===== src/rtl/isfp_pkg.sv =====
// Shared constants and types for the IMU serial frame parser.
package isfp_pkg;

	localparam logic [7:0] HDR_BYTE   = 8'h55;
	localparam logic [7:0] KIND_ACCEL = 8'h51;
	localparam logic [7:0] KIND_RATE  = 8'h52;
	localparam logic [7:0] KIND_ANGLE = 8'h53;
	localparam logic [3:0] FRAME_LEN  = 4'd11;
	localparam logic [3:0] BODY_START = 4'd2;

	localparam logic [1:0] KIND_ACCEL_CODE = KIND_ACCEL[1:0];
	localparam logic [1:0] KIND_RATE_CODE  = KIND_RATE[1:0];
	localparam logic [1:0] KIND_ANGLE_CODE = KIND_ANGLE[1:0];

	localparam logic [1:0] PH_HUNT = 2'd0;
	localparam logic [1:0] PH_TYPE = 2'd1;
	localparam logic [1:0] PH_BODY = 2'd2;

	typedef struct packed {
		logic               good;
		logic [1:0]         kind;
		logic [31:0]        stamp;
		logic signed [15:0] val0;
		logic signed [15:0] val1;
		logic signed [15:0] val2;
		logic signed [15:0] temp;
	} frame_evt_t;

endpackage


===== src/rtl/isfp_framer.sv =====
// Frame hunter and assembler with running additive checksum.
module isfp_framer (
	input  logic                clk,
	input  logic                arst_n,
	input  logic                take,
	input  logic [7:0]          rx_byte,
	input  logic [31:0]         now_stamp,
	output isfp_pkg::frame_evt_t evt
);
	import isfp_pkg::*;

	logic [1:0]  phase_q, phase_d;
	logic [3:0]  cnt_q, cnt_d;
	logic [7:0]  sum_q, sum_d;
	logic [1:0]  kind_q, kind_d;
	logic [31:0] hdr_stamp_q;
	logic        hdr_load;
	logic        pay_wr;
	logic        good_d;
	logic [3:0]  pay_off;
	logic [7:0]  payload_q [8];

	assign pay_off = cnt_q - BODY_START;

	always_comb begin
		phase_d  = phase_q;
		cnt_d    = cnt_q;
		sum_d    = sum_q;
		kind_d   = kind_q;
		hdr_load = 1'b0;
		pay_wr   = 1'b0;
		good_d   = 1'b0;
		case (phase_q)
			PH_HUNT: begin
				cnt_d = '0;
				if (rx_byte == HDR_BYTE) begin
					hdr_load = 1'b1;
					sum_d    = rx_byte;
					cnt_d    = 4'd1;
					phase_d  = PH_TYPE;
				end
			end
			PH_TYPE: begin
				if (rx_byte inside {KIND_ACCEL, KIND_RATE, KIND_ANGLE}) begin
					kind_d  = rx_byte[1:0];
					sum_d   = sum_q + rx_byte;
					cnt_d   = BODY_START;
					phase_d = PH_BODY;
				end else begin
					cnt_d   = '0;
					phase_d = PH_HUNT;
				end
			end
			PH_BODY: begin
				if (cnt_q < FRAME_LEN - 4'd1) begin
					pay_wr = 1'b1;
					sum_d  = sum_q + rx_byte;
					cnt_d  = cnt_q + 4'd1;
				end else begin
					good_d  = take && (rx_byte == sum_q);
					cnt_d   = '0;
					phase_d = PH_HUNT;
				end
			end
			default: begin
				cnt_d   = '0;
				phase_d = PH_HUNT;
			end
		endcase
	end

	always_ff @(posedge clk or negedge arst_n) begin
		if (!arst_n) begin
			phase_q     <= PH_HUNT;
			cnt_q       <= '0;
			sum_q       <= '0;
			kind_q      <= '0;
			hdr_stamp_q <= '0;
		end else if (take) begin
			phase_q <= phase_d;
			cnt_q   <= cnt_d;
			sum_q   <= sum_d;
			kind_q  <= kind_d;
			if (hdr_load) begin
				hdr_stamp_q <= now_stamp;
			end
		end
	end

	always_ff @(posedge clk) begin
		if (take && pay_wr) begin
			payload_q[pay_off[2:0]] <= rx_byte;
		end
	end

	assign evt.good  = good_d;
	assign evt.kind  = kind_q;
	assign evt.stamp = hdr_stamp_q;
	assign evt.val0  = {payload_q[1], payload_q[0]};
	assign evt.val1  = {payload_q[3], payload_q[2]};
	assign evt.val2  = {payload_q[5], payload_q[4]};
	assign evt.temp  = {payload_q[7], payload_q[6]};

endmodule


===== src/rtl/imu_serial_frame_parser.sv =====
// Top level of the IMU serial frame parser: value store and record output register.
// The parser takes one received byte per clock while in_ready is high, with no gaps
// required between bytes. It hunts for an 11-byte frame (0x55, type 0x51/0x52/0x53,
// eight payload bytes, sum byte) and keeps the latest raw values of each kind. A record
// appears on the output in the cycle after the checksum byte of a good angle frame,
// provided a good acceleration frame has been seen since reset. The output register
// holds one record; in_ready drops only while that record is waiting and out_ready is low.
module imu_serial_frame_parser (
	input  logic               clk,
	input  logic               arst_n,
	input  logic               in_valid,
	output logic               in_ready,
	input  logic [7:0]         rx_byte,
	input  logic [31:0]        now_stamp,
	output logic               out_valid,
	input  logic               out_ready,
	output logic [31:0]        sequence_res,
	output logic [31:0]        record_stamp,
	output logic signed [15:0] accel_x,
	output logic signed [15:0] accel_y,
	output logic signed [15:0] accel_z,
	output logic signed [15:0] rate_x,
	output logic signed [15:0] rate_y,
	output logic signed [15:0] rate_z,
	output logic signed [15:0] roll_angle,
	output logic signed [15:0] pitch_angle,
	output logic signed [15:0] yaw_angle,
	output logic signed [15:0] temp_raw
);
	import isfp_pkg::*;

	frame_evt_t         evt;
	logic               take;
	logic               emit;
	logic               out_valid_q;
	logic               accel_seen_q;
	logic [31:0]        saved_stamp_q;
	logic [31:0]        rec_cnt_q;
	logic signed [15:0] ax_q, ay_q, az_q;
	logic signed [15:0] rx_q, ry_q, rz_q;
	logic [31:0]        seq_out_q, stamp_out_q;
	logic signed [15:0] ax_out_q, ay_out_q, az_out_q;
	logic signed [15:0] rx_out_q, ry_out_q, rz_out_q;
	logic signed [15:0] roll_out_q, pitch_out_q, yaw_out_q, temp_out_q;

	assign in_ready = !out_valid_q || out_ready;
	assign take     = in_valid && in_ready;
	assign emit     = take && evt.good && (evt.kind == KIND_ANGLE_CODE) && accel_seen_q;

	isfp_framer u_framer (
		.clk       (clk),
		.arst_n    (arst_n),
		.take      (take),
		.rx_byte   (rx_byte),
		.now_stamp (now_stamp),
		.evt       (evt)
	);

	always_ff @(posedge clk or negedge arst_n) begin
		if (!arst_n) begin
			accel_seen_q  <= 1'b0;
			saved_stamp_q <= '0;
			rec_cnt_q     <= '0;
			ax_q <= '0; ay_q <= '0; az_q <= '0;
			rx_q <= '0; ry_q <= '0; rz_q <= '0;
			out_valid_q <= 1'b0;
		end else begin
			if (evt.good) begin
				case (evt.kind)
					KIND_ACCEL_CODE: begin
						ax_q <= evt.val0; ay_q <= evt.val1; az_q <= evt.val2;
						saved_stamp_q <= evt.stamp;
						accel_seen_q  <= 1'b1;
					end
					KIND_RATE_CODE: begin
						rx_q <= evt.val0; ry_q <= evt.val1; rz_q <= evt.val2;
					end
					default: begin
					end
				endcase
			end
			if (emit) begin
				rec_cnt_q   <= rec_cnt_q + 32'd1;
				out_valid_q <= 1'b1;
			end else if (out_ready) begin
				out_valid_q <= 1'b0;
			end
		end
	end

	always_ff @(posedge clk) begin
		if (emit) begin
			seq_out_q   <= rec_cnt_q;
			stamp_out_q <= saved_stamp_q;
			ax_out_q    <= ax_q;
			ay_out_q    <= ay_q;
			az_out_q    <= az_q;
			rx_out_q    <= rx_q;
			ry_out_q    <= ry_q;
			rz_out_q    <= rz_q;
			roll_out_q  <= evt.val0;
			pitch_out_q <= evt.val1;
			yaw_out_q   <= evt.val2;
			temp_out_q  <= evt.temp;
		end
	end

	assign out_valid    = out_valid_q;
	assign sequence_res = seq_out_q;
	assign record_stamp = stamp_out_q;
	assign accel_x      = ax_out_q;
	assign accel_y      = ay_out_q;
	assign accel_z      = az_out_q;
	assign rate_x       = rx_out_q;
	assign rate_y       = ry_out_q;
	assign rate_z       = rz_out_q;
	assign roll_angle   = roll_out_q;
	assign pitch_angle  = pitch_out_q;
	assign yaw_angle    = yaw_out_q;
	assign temp_raw     = temp_out_q;

endmodule


===== config.mk =====
export PLATFORM = sky130hd
export DESIGN_NAME = imu_serial_frame_parser
export DESIGN_NICKNAME = d
export VERILOG_FILES = /design/src/rtl/isfp_pkg.sv /design/src/rtl/isfp_framer.sv /design/src/rtl/imu_serial_frame_parser.sv
export SDC_FILE = /design/constraint.sdc
export NUM_CORES = 1
export LEC_CHECK = 0
export BUFFER_PORTS_ARGS = -buffer_cell sky130_fd_sc_hd__buf_4
export CAP_MARGIN = 20
export CORE_UTILIZATION = 35
export CTS_BUF_LIST = sky130_fd_sc_hd__clkbuf_4
export CTS_CLUSTER_SIZE = 30
export DETAILED_ROUTE_END_ITERATION = 8
export GPL_ROUTABILITY_DRIVEN = 0
export PLACE_DENSITY_LB_ADDON = 0.25
export SLEW_MARGIN = 30
export SYNTH_ARGS = -nofsm -noshare
export SYNTH_HDL_FRONTEND = slang
export SYNTH_HIERARCHICAL = 1
export SYNTH_SLANG_ARGS = --single-unit

===== constraint.sdc =====
create_clock -name clk -period 9.2 [get_ports clk]
set_clock_uncertainty 0.15 [all_clocks]
set_input_delay 0.46 -clock clk [delete_from_list [all_inputs] [get_ports clk]]
set_output_delay 0.46 -clock clk [all_outputs]
set_load 0.1 [all_outputs]

## After elaboration in Yosys (flattened, before gate mapping)

Memory sizes are Yosys's and may differ from the RTL's. A register that Yosys moved wholly into a read port is not among the register bits.
Cells that the tools add are included.

| storage, ports and cells | value |
|---|---|
| logic and storage cells | 86 |
| memories | 1 |
| bits of input ports | 44 |
| output and inout port bits | 226 |
| bits in registers | 418 |
| memory bits (writable) | 64 |

Memories:

| memory | words | width | read ports | clocked after Yosys merged registers in | write ports | RTL line | RTL |
|---|---|---|---|---|---|---|---|
| u_framer.payload_q | 8 | 8 | 8 | 2 | 1 | isfp_framer.sv:21 | `logic [7:0] payload_q [8];` |

| operators by class | value |
|---|---|
| $lt $le $gt $ge | 1 |
| muxes and demuxes | 22 |
| add/sub/neg operators | 4 |
| reductions and logical operators | 18 |
| equal/unequal tests | 14 |

Operators with widths:

| cell | number |
|---|---|
| 32-bit by 1-bit adder with 32-bit output, second input constant | 1 |
| 8-bit by 7-bit equality test with 1-bit output, second input constant | 4 |
| 8-bit 2-to-1 mux | 3 |
| 8-bit one-hot mux with 3 select lines | 1 |
| 4-bit one-hot mux with 3 select lines | 1 |
| 1-bit 2-to-1 mux | 11 |
| 8-bit adder | 1 |
| 8-bit equality test | 1 |
| 2-bit 2-to-1 mux | 4 |
| 2-bit equality test, second input constant | 3 |
| 1-bit logical AND | 6 |
| 2-bit by 1-bit != test with 1-bit output, second input constant | 3 |
| 2-bit one-hot mux with 3 select lines | 1 |
| 2-bit AND reduction | 3 |
| 3-bit AND reduction | 2 |
| 3-bit nonzero test | 2 |
| 5-bit AND reduction | 1 |
| 4-bit by 1-bit adder with 4-bit output, second input constant | 1 |
| 2-bit by 1-bit equality test with 1-bit output, second input constant | 2 |
| 4-bit less-than comparator, second input constant | 1 |
| 4-bit 2-to-1 mux | 1 |
| 3-bit by 2-bit subtractor with 3-bit output, second input constant | 1 |
| 2-bit zero test | 1 |
| 2-bit != test, second input constant | 1 |
| 3 further kinds | 3 |

## Logic depth before layout (Yosys ltp)

Gate-level depths: netlist of run 1.

| logic depth | value |
|---|---|
| depth after elaboration | 10 |
| gate-level depth with buffers | 13 |
| depth with buffers taken out | 11 |

## By module

The synthesis of run 1 kept the hierarchy.

Modules (own cells, without submodules):

| module | cells each | sequential area each (sq um) | area an instance (sq um) | times used |
|---|---|---|---|---|
| imu_serial_frame_parser | 647 | 10780.3 | 13100.1 | 1 |
| isfp_framer | 289 | 3123.0 | 4538.1 | 1 |

## Worst setup path before layout of run 1

OpenSTA, ideal clock, no wires.

| timing | value |
|---|---|
| path kind | reg2reg |
| start | register out_valid_q (netlist: out_valid) |
| end | register rec_cnt_q[7] |
| required time | 8.971 ns |
| library setup time | 0.079 ns |
| stages on the path, launching flop included | 14 |
| arrival | 6.634 ns |
| path buffers | 2 |
| path slack | 2.337 ns |
| period minus slack after synthesis | 6.863 ns |
| path through | dfrtp_1 > nand2b_1 > clkbuf_1 > and2_1 > clkinv_1 > nor4_1 > nand2_1 > nor3_1 > buf_4 > and4_1 > nand3_1 > inv_2 > and3_1 > xor2_1 |

| between the ends | value |
|---|---|
| cells in the longest elaborated chain, start to end | 9 |

Ends and longest elaborated chain:

| what | RTL line | RTL |
|---|---|---|
| start, declared | imu_serial_frame_parser.sv:35 | `logic out_valid_q;` |
| start signal, assigned | imu_serial_frame_parser.sv:66 | `out_valid_q <= 1'b0;` |
| start signal, assigned | imu_serial_frame_parser.sv:84 | `out_valid_q <= 1'b1;` |
| start signal, assigned | imu_serial_frame_parser.sv:86 | `out_valid_q <= 1'b0;` |
| 1-bit zero test | imu_serial_frame_parser.sv:46 | `assign in_ready = !out_valid_q \|\| out_ready;` |
| 1-bit logical OR | imu_serial_frame_parser.sv:46 |  |
| named net in_ready | imu_serial_frame_parser.sv:12 | `output logic in_ready,` |
| 1-bit logical AND | imu_serial_frame_parser.sv:47 | `assign take = in_valid && in_ready;` |
| named net take | imu_serial_frame_parser.sv:33 | `logic take;` |
| 1-bit logical AND | isfp_framer.sv:60 | `good_d = take && (rx_byte == sum_q);` |
| 1-bit 2-to-1 mux | isfp_framer.sv:55 | `if (cnt_q < FRAME_LEN - 4'd1) begin` |
| 1-bit 2-to-1 mux | isfp_framer.sv:33 | `case (phase_q)` |
| named net u_framer.good_d | isfp_framer.sv:19 | `logic good_d;` |
| 1-bit logical AND (3 in series) | imu_serial_frame_parser.sv:48 | `assign emit = take && evt.good && (evt.kind == KIND_ANGLE_CODE) && accel_seen_q;` |
| named net emit | imu_serial_frame_parser.sv:34 | `logic emit;` |
| end signal, assigned | imu_serial_frame_parser.sv:83 | `rec_cnt_q <= rec_cnt_q + 32'd1;` |
| end, declared | imu_serial_frame_parser.sv:38 | `logic [31:0] rec_cnt_q;` |

The timed path passes the listed nets, and every way through them passes these cells.
A chain may end at the register's enable or synchronous reset.

==> flow_metrics.tcl, run 1 <==
set metrics [dict create \
    outcome "completed" \
    cp_max_fo 118 \
    yosysUniqueCellTypes 58 \
    vdd_ir_drop_max_uv 121 \
    crit_slowest_cell "inv_8" \
    top_usage_layer "met2" \
    slew_viol_final 0 \
    drtPass1Iterations 4 \
    die_y_um 226 \
    cts_sinks 498 \
    layout-drive-gt1-share_pct 43.5 \
    grt_pass1_wl_mm 58.9 \
    synthTopCellsByCount "edfxtp_1, dfrtp_1, mux2_2, mux2_1, nand2_1" \
    grt.overflow.total 0 \
    synth_edf_count 288 \
    period_share_pct 53.3 \
    yosys.area_share.simple_pct 4.85 \
    fmax_mhz 204 \
    finalHoldViolCount 0 \
    yosys.area_share.xor_xnor_pct 1.74 \
    start_util_pct 35.7 \
    drtIter0Drc 453 \
    detail_route.vias_per_cell 4.53 \
    root_buffer "clkbuf_4" \
    track_usage_pct 15.6 \
    tightest_slew_ns 0.954 \
    synth_most_common_cell "edfxtp_1" \
    synth_mux_area_share_pct 10.7 \
    syn_nets 994 \
    yosysTopAreaCell "edfxtp_1" \
    setup_viol 0 \
    endpoint_kind "register" \
    grt_pass1_vias 10295 \
    clockBufferDepth 3 \
    synth-seq-cells 498 \
    synthesis.area_per_instance_um2 18.8 \
    drc 0 \
    wirelength_mm 38.3 \
    cts_setup_buffers 0 \
    power_density_nw_per_um2 202 \
    grt_use_met3_pct 5.26 \
    synth_area_leaders "edfxtp_1, dfrtp_1, mux2_2, mux2_1, xor2_1" \
    place_hpwl_mm 23.2 \
    area_growth_pct 29.6 \
    ys_warn_count 6 \
    synth_compound_area_share_pct 1.65 \
    slew_headroom_pct 36.4 \
    fill_cells 4322 \
    netlist_area_um2 17600 \
    synth-adder-area-share_pct 1.04 \
    ys.flop_type "edfxtp_1" \
    cap_violations 0 \
    clkLatencyLatePin_ns 0.93 \
    cts_made_buffers 134 \
    rsz0062_at_grt "no" \
    cp_cell_sequence "nand2b_1 -> and2_1 -> clkinv_1 -> nor4_1 -> nand2_1 -> nor3_1 -> and4_1 -> nand3_1 -> inv_8 -> buf_6" \
    drt-wirelength-per-cell_um 17.8 \
    finish.net_count 1437 \
    met2_usage_pct 24.3 \
    tns_ns 0 \
    hold_path.class "primary input to register" \
    postPlaceCellArea_um2 20400 \
    synth_top_area_share_pct 49.0 \
    start_kind "register" \
    leakage_nw 10.4 \
    grt_max_degree 119 \
    fp-row-count 81 \
    critPathRequiredTime_ns 9.60 \
    cpPeakStageDelay_ns 0.72 \
    critical_path_class "register to register" \
    min_period_ns 4.91 \
    die-area_um2 51300 \
    fin_area_um2 22900 \
    synth_top_family_by_area "multiplexers" \
    grt_util_met1_pct 19.1 \
    seq_area_frac_synth_pct 78.8 \
    clk_pin_slew_ns 0.07 \
    pin_count 270 \
    syn_inst 936 \
    core_area_um2 49400 \
    tritoncts "done" \
    drtAntennaViolNets 0 \
    antenna_found_initial 2 \
    die_w_um 226 \
    route.vias.total 9775 \
    async_flop_share_pct 42.2 \
    worstPathArrival_ns 5.31 \
    h-tree-depth 4 \
    port_buffers 269 \
]
## through the flow
step / total power [mW] / setup slack, ns / hold WS [ns] / util (%) / instances
2_1_floorplan: 2.54 / 2.34 / 0.0144 / - / 936
3_3_place_gp: 2.60 / 4.05 / 0.253 / 41.4 / 1852
3_5_place_dp: 2.61 / 3.93 / 0.255 / 41.4 / 1852
4_1_cts: 4.71 / 4.10 / 0.00161 / 46.2 / 2149
5_1_grt: 4.85 / 3.88 / 0.114 / 46.3 / 2153
6_report: 4.62 / 4.29 / 0.181 / 46.3 / 2156
## report_power, final
group / total [mW] / internal, mW / switching (mW)
clock network: 2.03 / 1.14 / 0.899
logic: 0.203 / 0.0906 / 0.113
registers: 2.38 / 2.37 / 0.0130
total: 4.62 / 3.60 / 1.02
## layout make-up
cell class                 count  area [um^2]  share of cell area [%]
clock buffer                 213         1600                    7.00
sequential                   498        13900                    60.8
tap                          664          831                    3.64
inverter                      13         56.3                   0.246
antenna                        6         15.0                  0.0657
timing repair buffer         334         2690                    11.8
multi-input combinational    398         3540                    15.5
clock inverter                30          216                   0.947
## sequential cells by signal, summed over array words and instances (netlist names), 32 cells and up
register	flops
saved_stamp_q	32
u_framer/payload_q	64
sequence_res	32
record_stamp	32
u_framer/hdr_stamp_q	32
rec_cnt_q	32
## critical path, delay by kind of cell, from the launching register on
family,cells,cell delay [ns]
DFF,1,0.39
buffers and inverters,3,1.73
and+or+nand+nor,7,2.03
## cells in the final DEF, fill, tap and decap left out, types with 16 or more instances in the layout
cell type	instances
edfxtp_1	288
clkbuf_4	213
xor2_1	26
dfrtp_1	210
mux2_1	46
buf_4	277
clkinv_1	18
nand2_1	28
dlygate4sd3_1	53
nor2_1	19
mux2_2	117
nand3_1	16
## layer usage
layer	share of wire, %	vias to the layer above	wire length, um
met2	48	320	18600
met4	2.4	0	906
met3	6.7	74	2570
met1	42	4878	16300
li1	-	4503	-
met5	0	-	0
## cell families (layout without fill, tap and decap cells)
kind of cell    Yosys count  in the layout
other cells               0              6
xor+xnor                 35             35
flops                   498            498
simple gates            142            142
fa+ha+maj                14             14
compound gates           38             38
mux                     169            169
buf+inv                  40            590
## timing repair
| item | CTS | global route |
|---|---|---|
| hold endpoints to repair | 213 | 0 |
| hold buffers | 54 | 0 |
| setup endpoints to repair | 0 | 0 |
| resized for setup | 0 | 0 |
## final timing paths
path,from,to,slack (ns),cells after the start
max,out_valid,accel_y[12],4.29,10
min,now_stamp[0],u_framer/hdr_stamp_q[0],0.18,3
max reg2reg,out_valid,accel_y[12],4.29,10
min reg2reg,u_framer/payload_q[7][4],temp_raw[12],0.26,0
max in group asynchronous,arst_n,rec_cnt_q[24],6.95,6
min in group asynchronous,arst_n,rz_q[0],0.53,4
Note: power is estimated with default switching activity, not from simulation.
==> run 2, diff against run 1 <==
--- a/config.mk
+++ b/config.mk
@@ -5,6 +5,7 @@
 export SDC_FILE = /design/constraint.sdc
 export NUM_CORES = 1
 export LEC_CHECK = 0
+export ABC_AREA = 1
 export BUFFER_PORTS_ARGS = -buffer_cell sky130_fd_sc_hd__buf_4
 export CAP_MARGIN = 20
 export CORE_UTILIZATION = 35
==> constraint.sdc (replaced) <==
create_clock -name clk -period 4.69 [get_ports clk]
set_clock_uncertainty 0.15 [all_clocks]
set_input_delay 0.2345 -clock clk [delete_from_list [all_inputs] [get_ports clk]]
set_output_delay 0.2345 -clock clk [all_outputs]
set_load 0.1 [all_outputs]
==> flow_metrics.tcl, run 2 <==
set metrics [dict create \
    outcome "completed" \
    pin_count 270 \
    critPathRequiredTime_ns 5.09 \
    clockBufferDepth 3 \
    worstPathArrival_ns 4.28 \
    synth_area_leaders "edfxtp_1, dfrtp_1, nand2_1, o21ai_0, mux2_2" \
    finish.net_count 1850 \
    fmax_mhz 258 \
    ys.flop_type "edfxtp_1" \
    hold_buffers 107 \
    synth_top_area_share_pct 48.4 \
    area_growth_pct 32.3 \
    layout-drive-gt1-share_pct 30.3 \
    r2r-end "accel_x[10]" \
    fp-row-count 82 \
    start_util_pct 35.5 \
    cp_max_fo 68 \
    grt_pass1_wl_mm 67.1 \
    hold_path.class "primary input to register" \
    fill_cells 4541 \
    netlist_area_um2 17900 \
    rsz0062_at_grt "no" \
    grt.overflow.total 0 \
    cap_violations 0 \
    hold_depth 6 \
    multi_input_area_um2 3410 \
    cts_sinks 498 \
    drt-wirelength-per-cell_um 16.6 \
    port_buffers 269 \
    leakage_nw 10.9 \
    h-tree-depth 4 \
    vdd_ir_drop_max_uv 193 \
    tns_ns 0 \
    clkLatencyLatePin_ns 0.93 \
    slew_viol_final 0 \
    synthesis.area_per_instance_um2 13.7 \
    synth_most_common_cell "nand2_1" \
    ys_warn_count 6 \
    die_y_um 228 \
    cts_setup_buffers 0 \
    postPlaceCellArea_um2 20700 \
    grt_max_degree 98 \
    tightest_slew_ns 0.872 \
    place_hpwl_mm 25.5 \
    antenna_found_initial 2 \
    cp_cell_sequence "dlygate4sd3_1 -> dlygate4sd3_1 -> buf_4 -> ha_1 -> nor4_1 -> nand3_1 -> nor2_1 -> nand2_1 -> nor2_2 -> nand2_2 -> inv_8 -> buf_12" \
    crit_buf_inv 5 \
    met3_length_mm 2.51 \
    die-area_um2 51900 \
    endpoint_kind "register" \
    drtPass1Iterations 4 \
    track_usage_pct 16.9 \
    die_w_um 228 \
    clk_pin_slew_ns 0.06 \
    period_share_pct 82.7 \
    min_period_ns 3.88 \
    async_flop_share_pct 42.2 \
    power_density_nw_per_um2 389 \
    wl_met2_mm 20.2 \
    slew_headroom_pct 41.6 \
    start_kind "primary input" \
    min-delay-start "rx_byte[6]" \
    drtIter0Drc 741 \
    regToRegSetupSlack_ns 1.04 \
    critPathTopFamily "buffers and inverters" \
    yosysTopAreaCell "edfxtp_1" \
    wirelength_mm 42.8 \
    fin_area_um2 23600 \
    tritoncts "done" \
    layout_common_cells "nand2_1, edfxtp_1, buf_4" \
    core_area_um2 50300 \
    reg2regPathDepth 11 \
    synth-seq-cells 498 \
    dr.max_layer_used "met4" \
    drtAntennaViolNets 0 \
    grt_pass1_vias 11867 \
    drc 0 \
    largest_reg_flops 64 \
    wl_met1_mm 19.3 \
    critical_path_class "primary input to register" \
    syn_nets 1365 \
    detail_route.vias_per_cell 4.49 \
    synth_edf_count 288 \
    cp_common_cell "dlygate4sd3_1" \
    cpPeakStageDelay_ns 0.57 \
    route.vias.total 11566 \
    setup_viol 0 \
    synthTopCellsByCount "nand2_1, edfxtp_1, dfrtp_1, o21ai_0, inv_1" \
    yosysUniqueCellTypes 38 \
    regArea_um2 13900 \
    crit_slowest_cell "dlygate4sd3_1" \
    root_buffer "clkbuf_4" \
    r2r_start "out_valid" \
    layout_commonest_cell "nand2_1" \
    seq_area_frac_synth_pct 77.9 \
    cts_resized 0 \
    syn_inst 1307 \
    cts_made_buffers 132 \
    finalHoldViolCount 0 \
    holdPathEnd "u_framer/sum_q[6]" \
]
==> run 2: cell count changes in the layout (fill, tap and decap cells not counted), moves of 19 or more <==
cell,before,now
dlygate4sd3_1,53,106
inv_1,11,92
mux2_1,46,0
mux2_2,117,32
nand2_1,28,365
nor2_1,19,54
o21ai_0,11,101
xor2_1,26,7
==> run 2: routing by layer <==
metal / vias to the layer above / track usage [%]
met5: - / 0
met2: 359 / 25.9
met4: 0 / 6.84
met1: 5682 / 22.1
met3: 60 / 5.70
li1: 5465 / -
==> run 2: logic make-up after synthesis <==
kind of cell,count (synthesis),share of synthesized area (%)
simple gates,502,11.8
flops,498,77.9
buf+inv,131,3.18
compound gates,113,3.27
mux,32,2.02
xor+xnor,17,0.876
fa+ha+maj,14,1.02
==> run 2: worst max-delay path by stage <==
stage | from | end | slack [ns] | cells after the start
2_1_floorplan | out_valid | accel_x[0] | 0.23 | 11
3_3_place_gp | rx_byte[5] | accel_x[10] | 1.05 | 10
3_5_place_dp | rx_byte[5] | rate_x[5] | 0.98 | 10
4_1_cts | rx_byte[3] | accel_x[10] | 0.94 | 12
5_1_grt | rx_byte[3] | accel_x[10] | 0.64 | 12
6_report | rx_byte[5] | accel_x[10] | 0.81 | 12
==> run 2: cell type report <==
type	count	share of cell area, %
antenna	4	0.0424
inverter	96	1.56
tap	672	3.56
multi-input combinational	678	14.4
clock buffer	216	6.86
clock inverter	25	0.953
timing repair buffer	386	13.7
sequential	498	58.9
==> run 2: where the power goes <==
group | total, mW | internal [mW] | switching (mW)
Combinational | 0.437 | 0.194 | 0.243
Clock | 4.07 | 2.31 | 1.77
Sequential | 4.68 | 4.65 | 0.0261
==> run 2: through the flow <==
step	setup slack [ns]	total power [mW]	hold WS (ns)	cells	util, %
after floorplan	0.228	4.99	-0.211	1307	-
after global placement	1.05	5.12	0.0869	2223	41.1
after detailed placement	0.977	5.13	0.0899	2223	41.1
after CTS	0.938	9.34	0.0133	2571	47.0
after global routing	0.636	9.65	0.0905	2575	47.0
final	0.809	9.19	0.183	2575	47.0
==> run 2: worst reg2reg max path, delay by kind of cell, from the launching register on <==
| family | cells | cell delay [ns] |
|---|---|---|
| simple gates | 6 | 1.36 |
| compound gates | 1 | 0.14 |
| buf+inv | 4 | 1.14 |
| flops | 1 | 0.41 |
